$ cat src/sv/sv39pt_pkg.sv
`timescale 1ns / 1ps
// ----------------------------------------------------------------------------
// Sv39 page table package
// Shared sizes, codes and types of the Sv39 map and translate unit.
// ----------------------------------------------------------------------------
package sv39pt_pkg;

   // Table pool geometry.
   localparam int POOL_PAGES       = 8;
   localparam int ENTRIES_PER_PAGE = 512;
   localparam int IDX_W            = 9;
   localparam int PAGE_W           = (POOL_PAGES > 1) ? $clog2(POOL_PAGES) : 1;
   localparam int ADDR_W           = PAGE_W + IDX_W;
   localparam int MEM_DEPTH        = POOL_PAGES * ENTRIES_PER_PAGE;
   localparam int NFP_W            = 7;

   // Word and field widths.
   localparam int PA_W    = 56;
   localparam int PPN_W   = 44;
   localparam int VA_W    = 64;
   localparam int CNT_W   = 16;
   localparam int PERM_W  = 8;
   localparam int ENTRY_W = 64;
   localparam int REQ_W   = 144;
   localparam int RSP_W   = 64;

   // Entry flag bit positions.
   localparam int FLAG_V = 0;
   localparam int FLAG_U = 4;

   typedef enum logic [2:0] {
      STAT_OK    = 3'd0,
      STAT_POOL  = 3'd1,
      STAT_ALIGN = 3'd2,
      STAT_ZERO  = 3'd3,
      STAT_REMAP = 3'd4,
      STAT_RANGE = 3'd5
   } status_type;

   typedef enum logic {
      CMD_MAP       = 1'b0,
      CMD_TRANSLATE = 1'b1
   } command_type;

   typedef enum logic [3:0] {
      ST_INIT,
      ST_IDLE,
      ST_CHECK,
      ST_PAGE,
      ST_RD,
      ST_EVAL,
      ST_CLEAR,
      ST_LINK,
      ST_DONE
   } state_type;

   // Decoded pointer entry: pool page it names and whether it lies in the pool.
   typedef struct packed {
      logic              in_pool;
      logic [PAGE_W-1:0] page;
   } ptr_info_type;

endpackage

$ cat src/sv/sv39pt_entry_unit.sv
`timescale 1ns / 1ps
// ----------------------------------------------------------------------------
// Sv39 entry unit
// Decodes a table entry against the pool origin and builds pointer and leaf
// entries. One subtractor serves every level of the walk.
// ----------------------------------------------------------------------------
module sv39pt_entry_unit (
   input  logic [sv39pt_pkg::ENTRY_W-1:0] entry,
   input  logic [sv39pt_pkg::PPN_W-1:0]   origin_ppn,
   input  logic [sv39pt_pkg::PAGE_W-1:0]  alloc_page,
   input  logic [sv39pt_pkg::PPN_W-1:0]   leaf_ppn,
   input  logic [sv39pt_pkg::PERM_W-1:0]  leaf_perm,
   output sv39pt_pkg::ptr_info_type       ptr_info,
   output logic [sv39pt_pkg::PA_W-1:0]    entry_pa,
   output logic [sv39pt_pkg::ENTRY_W-1:0] link_entry,
   output logic [sv39pt_pkg::ENTRY_W-1:0] leaf_entry
);

   logic [sv39pt_pkg::PPN_W-1:0] entry_ppn;
   logic [sv39pt_pkg::PPN_W-1:0] offset_ppn;
   logic [sv39pt_pkg::PPN_W-1:0] link_ppn;
   logic [sv39pt_pkg::PERM_W-1:0] perm_v;

   always_comb begin
      entry_ppn  = entry[53:10];
      // Page distance from the pool origin, modulo the physical address space.
      offset_ppn = entry_ppn - origin_ppn;
      ptr_info.in_pool = (offset_ppn < sv39pt_pkg::PPN_W'(sv39pt_pkg::POOL_PAGES));
      ptr_info.page    = offset_ppn[sv39pt_pkg::PAGE_W-1:0];
      entry_pa   = {entry_ppn, 12'h000};

      link_ppn   = origin_ppn + sv39pt_pkg::PPN_W'(alloc_page);
      link_entry = {10'h000, link_ppn, 10'h001};

      perm_v     = leaf_perm | sv39pt_pkg::PERM_W'(1);
      leaf_entry = {10'h000, leaf_ppn, 2'b00, perm_v};
   end

endmodule

$ cat config.mk
export PLATFORM = sky130hd
export DESIGN_NAME = sv39pt_entry_unit
export DESIGN_NICKNAME = d
export VERILOG_FILES = /design/src/sv/sv39pt_pkg.sv /design/src/sv/sv39pt_entry_unit.sv
export SDC_FILE = /design/constraint.sdc
export NUM_CORES = 1
export LEC_CHECK = 0
export ABC_AREA = 1
export BUFFER_PORTS_ARGS = -buffer_cell sky130_fd_sc_hd__buf_2
export CORE_AREA = 2 2 136 138
export DETAILED_ROUTE_END_ITERATION = 6
export DIE_AREA = 0 0 138 140
export SETUP_SLACK_MARGIN = 0.4
export SLEW_MARGIN = 10
export SYNTH_ARGS = -nofsm -noshare
export SYNTH_HDL_FRONTEND = slang
export SYNTH_SLANG_ARGS = --single-unit
export TNS_END_PERCENT = 50
$ cat constraint.sdc
create_clock -name vclk -period 3.05
set_clock_uncertainty 0.05 [all_clocks]
set_input_delay 0.4575 -clock vclk [all_inputs]
set_output_delay 0.4575 -clock vclk [all_outputs]
set_load 0.02 [all_outputs]
==> summary.txt <==
Layout
  • Number of sequential storage elements: 0
  • Register area: 0 um2
  • Area of the multi-input gates: a little over 5000 um2
  • Share of layout cells above drive strength 1: 0.399
  • Commonest non-fill, non-tap cell in the layout: nand2_1
  • Post-layout net count: roughly 1600
  • Most frequent cells in the layout: 321 x nand2_1, 217 x buf_4, 186 x inv_1
  • Final Util: 0.504
  • Area growth, synth to finish: 52.6%
  • Fill cells: about 1800
  • Clock buf count: 0

Global routing
  • Total track usage: 0.217
  • Antenna violations before repair: 3
  • Largest net degree at the start of global routing: 7
  • Vias in the first global route: between 7000 and 8000
  • First-pass GRT wire length: about 35 mm
  • Gr ovfl total: 0

Yosys
  • Cells after Synth: 1125
  • Share of the yosys chip area belonging to registers: 0
  • Top post-synthesis cells by area: nand2_1 23%, buf_4 18%, inv_1 12%, ha_1 9.8%, nor2_1 7.7%
  • Synth Cell Area: roughly 5900 um2
  • Synth cell types: 37
  • Mean Syn Cell Area: about 5.2 um2
  • Post-synth top area cell: nand2_1
  • YS warnings: 0
  • Share of the synthesized area in the top cell type: 0.227

Critical path
  • Crit start category: input pin
  • Crit-path max FO: 4
  • Critical Path Source: origin_ppn[21]
  • CP required: roughly 2.5 ns
  • Critical Path AT: 2.67 ns
  • Nature of the critical path endpoint: output pin
  • CP Class: in -> out

Power
  • NetSw: between 900 and 1000 uW
  • Gate power share: 1.000
  • Pwr Density: around 180 nW/um2
  • Sw frac: 0.583
  • Reg power frac: 0
  • Leakage power: around 0.0051 uW
  • Clock power frac: 0
  • Cell-internal power: between 600 and 700 uW
  • Worst ir drop on vdd: between 80 and 90 uV

Routing
  • Post-route ant nets: 0
  • DRT iter0 DRCs: roughly 330
  • Post-DR wirelength/cell: around 14 um
  • Vias per Instance: roughly 4.5
  • Post-route DRC: 0
  • DR vias: ~7500
  • DR pass1 iterations: 5
  • Final WL: about 23 mm

Hold path
  • Worst hold stages: 0
  • Hold endpoint: leaf_entry[29]
  • Hold WC Path Type: in -> out
  • Hold path startpoint: leaf_ppn[19]

Floorplan
  • Starting Density: 0.330
  • FP Rows: 49
  • Die height: around 140 um
  • Core Region: between 15000 and 20000 um2
  • Die width: about 140 um
  • IO Count: roughly 350
  • Total Die Area: about 19000 um2

Outcome
  • Failing checks: setup timing
  • Outcome: complete, but fails checks

Timing
  • Final worst-path cycle share: 1.04
  • Hold Fails Final Rpt: 0
  • Final setup violation count: 2
  • Max-slew headroom: 0.411
  • Post-route setup TNS: -0.126 ns
  • Slew Viols, Final: 0
  • Achievable clock frequency: 315 MHz
  • Final worst slack: -0.123 ns
  • Actual slew at the worst max-slew pin: slightly below 0.9 ns
  • RSZ-0062 raised after global routing: yes
  • Crit path time final: about 3.2 ns

Placed design
  • Gpl congestion: ~0.94
  • Port Buffers: ~180
  • Dpl hpwl: between 15 and 20 mm

Flow run
  • Number of max-cap violations: 0
-- through the flow --
stage | setup WS (ns) | area [um2] | hold WS, ns | total power (uW) | instances
after floorplan | 0.179 | 6180 | 0.952 | 958 | 1168
after global placement | -0.262 | 7780 | 0.865 | 1370 | 1633
after detailed placement | -0.244 | 7780 | 0.865 | 1380 | 1633
after CTS | -0.130 | 8320 | 0.865 | 1440 | 1644
after global routing | -0.259 | 8970 | 0.865 | 1730 | 1659
final | -0.123 | 8970 | 0.865 | 1570 | 1659
-- routing by layer --
metal	track usage	wire, um	part of all wire
met2	0.390	11100	0.49
met4	0.0387	414	0.018
met1	0.292	10000	0.44
met3	0.0103	1240	0.054
met5	0	0	0
-- area by class of cell --
cell class	instances	share of cell area
multi-input combinational	832	0.573
inverter	196	0.0832
tap	229	0.0320
antenna	3	0.000837
timing repair buffer	399	0.311
-- cells in the mapped netlist (all sizes together) --
cell type	count
nor2	127
o21ai	16
ha	46
a21oi	43
fa	2
xor2	41
xnor2	4
or2	2
buf	140
nand2	362
and2	2
and3	1
a31oi	2
a211oi	1
nor3	25
o21a	1
nand3	62
a21o	1
nor4	10
nand4	25
o21bai	4
or4	1
inv	196
nand3b	9
conb	2
-- cells by family (layout without fill, tap and decap cells) --
logic type,after synthesis,after routing,share of synthesized area
simple gates,626,626,0.460
fa+ha+maj,48,48,0.105
other cells,2,48,0.00128
compound gates,68,68,0.0632
xor+xnor,45,45,0.0671
buf+inv,336,595,0.304
-- worst max-delay path by stage --
stage	endpoint	slack (ns)	cells past startpoint
2_1_floorplan	link_entry[46]	0.18	14
3_3_place_gp	ptr_info[3]	-0.26	17
3_5_place_dp	ptr_info[3]	-0.24	18
4_1_cts	ptr_info[3]	-0.13	20
5_1_grt	ptr_info[3]	-0.26	19
6_report	ptr_info[3]	-0.12	21
-- critical path, cell delays in order --
cell,delay [ns]
buf_2,0.09
inv_1,0.05
ha_1,0.33
nand2_2,0.14
inv_1,0.05
nand2_1,0.07
nand2_1,0.13
nand2_1,0.09
nand2_1,0.06
nand2_1,0.05
nand2_1,0.06
nor2_2,0.10
nand2_1,0.07
nand2_1,0.06
nand2_1,0.06
nor2_2,0.12
nand3_1,0.12
nor2_1,0.12
nand3_1,0.13
nor2_4,0.16
buf_6,0.13
-- power by group through the flow --
| stage | clock (uW) | combinational, uW | sequential [uW] |
|---|---|---|---|
| 2_1_floorplan | 0 | 958 | 0 |
| 3_3_place_gp | 0 | 1370 | 0 |
| 3_5_place_dp | 0 | 1380 | 0 |
| 4_1_cts | 0 | 1440 | 0 |
| 5_1_grt | 0.000132 | 1730 | 0 |
| 6_report | 0.000132 | 1570 | 0 |
-- repair_timing --
item	CTS	global route
endpoints found under the setup margin	33	34
setup buffers	11	12
hold buffers	0	0
gates resized for setup	114	126
endpoints found under the hold margin	0	0
pin swaps	40	68
Note: power is estimated with default switching activity, not from simulation.
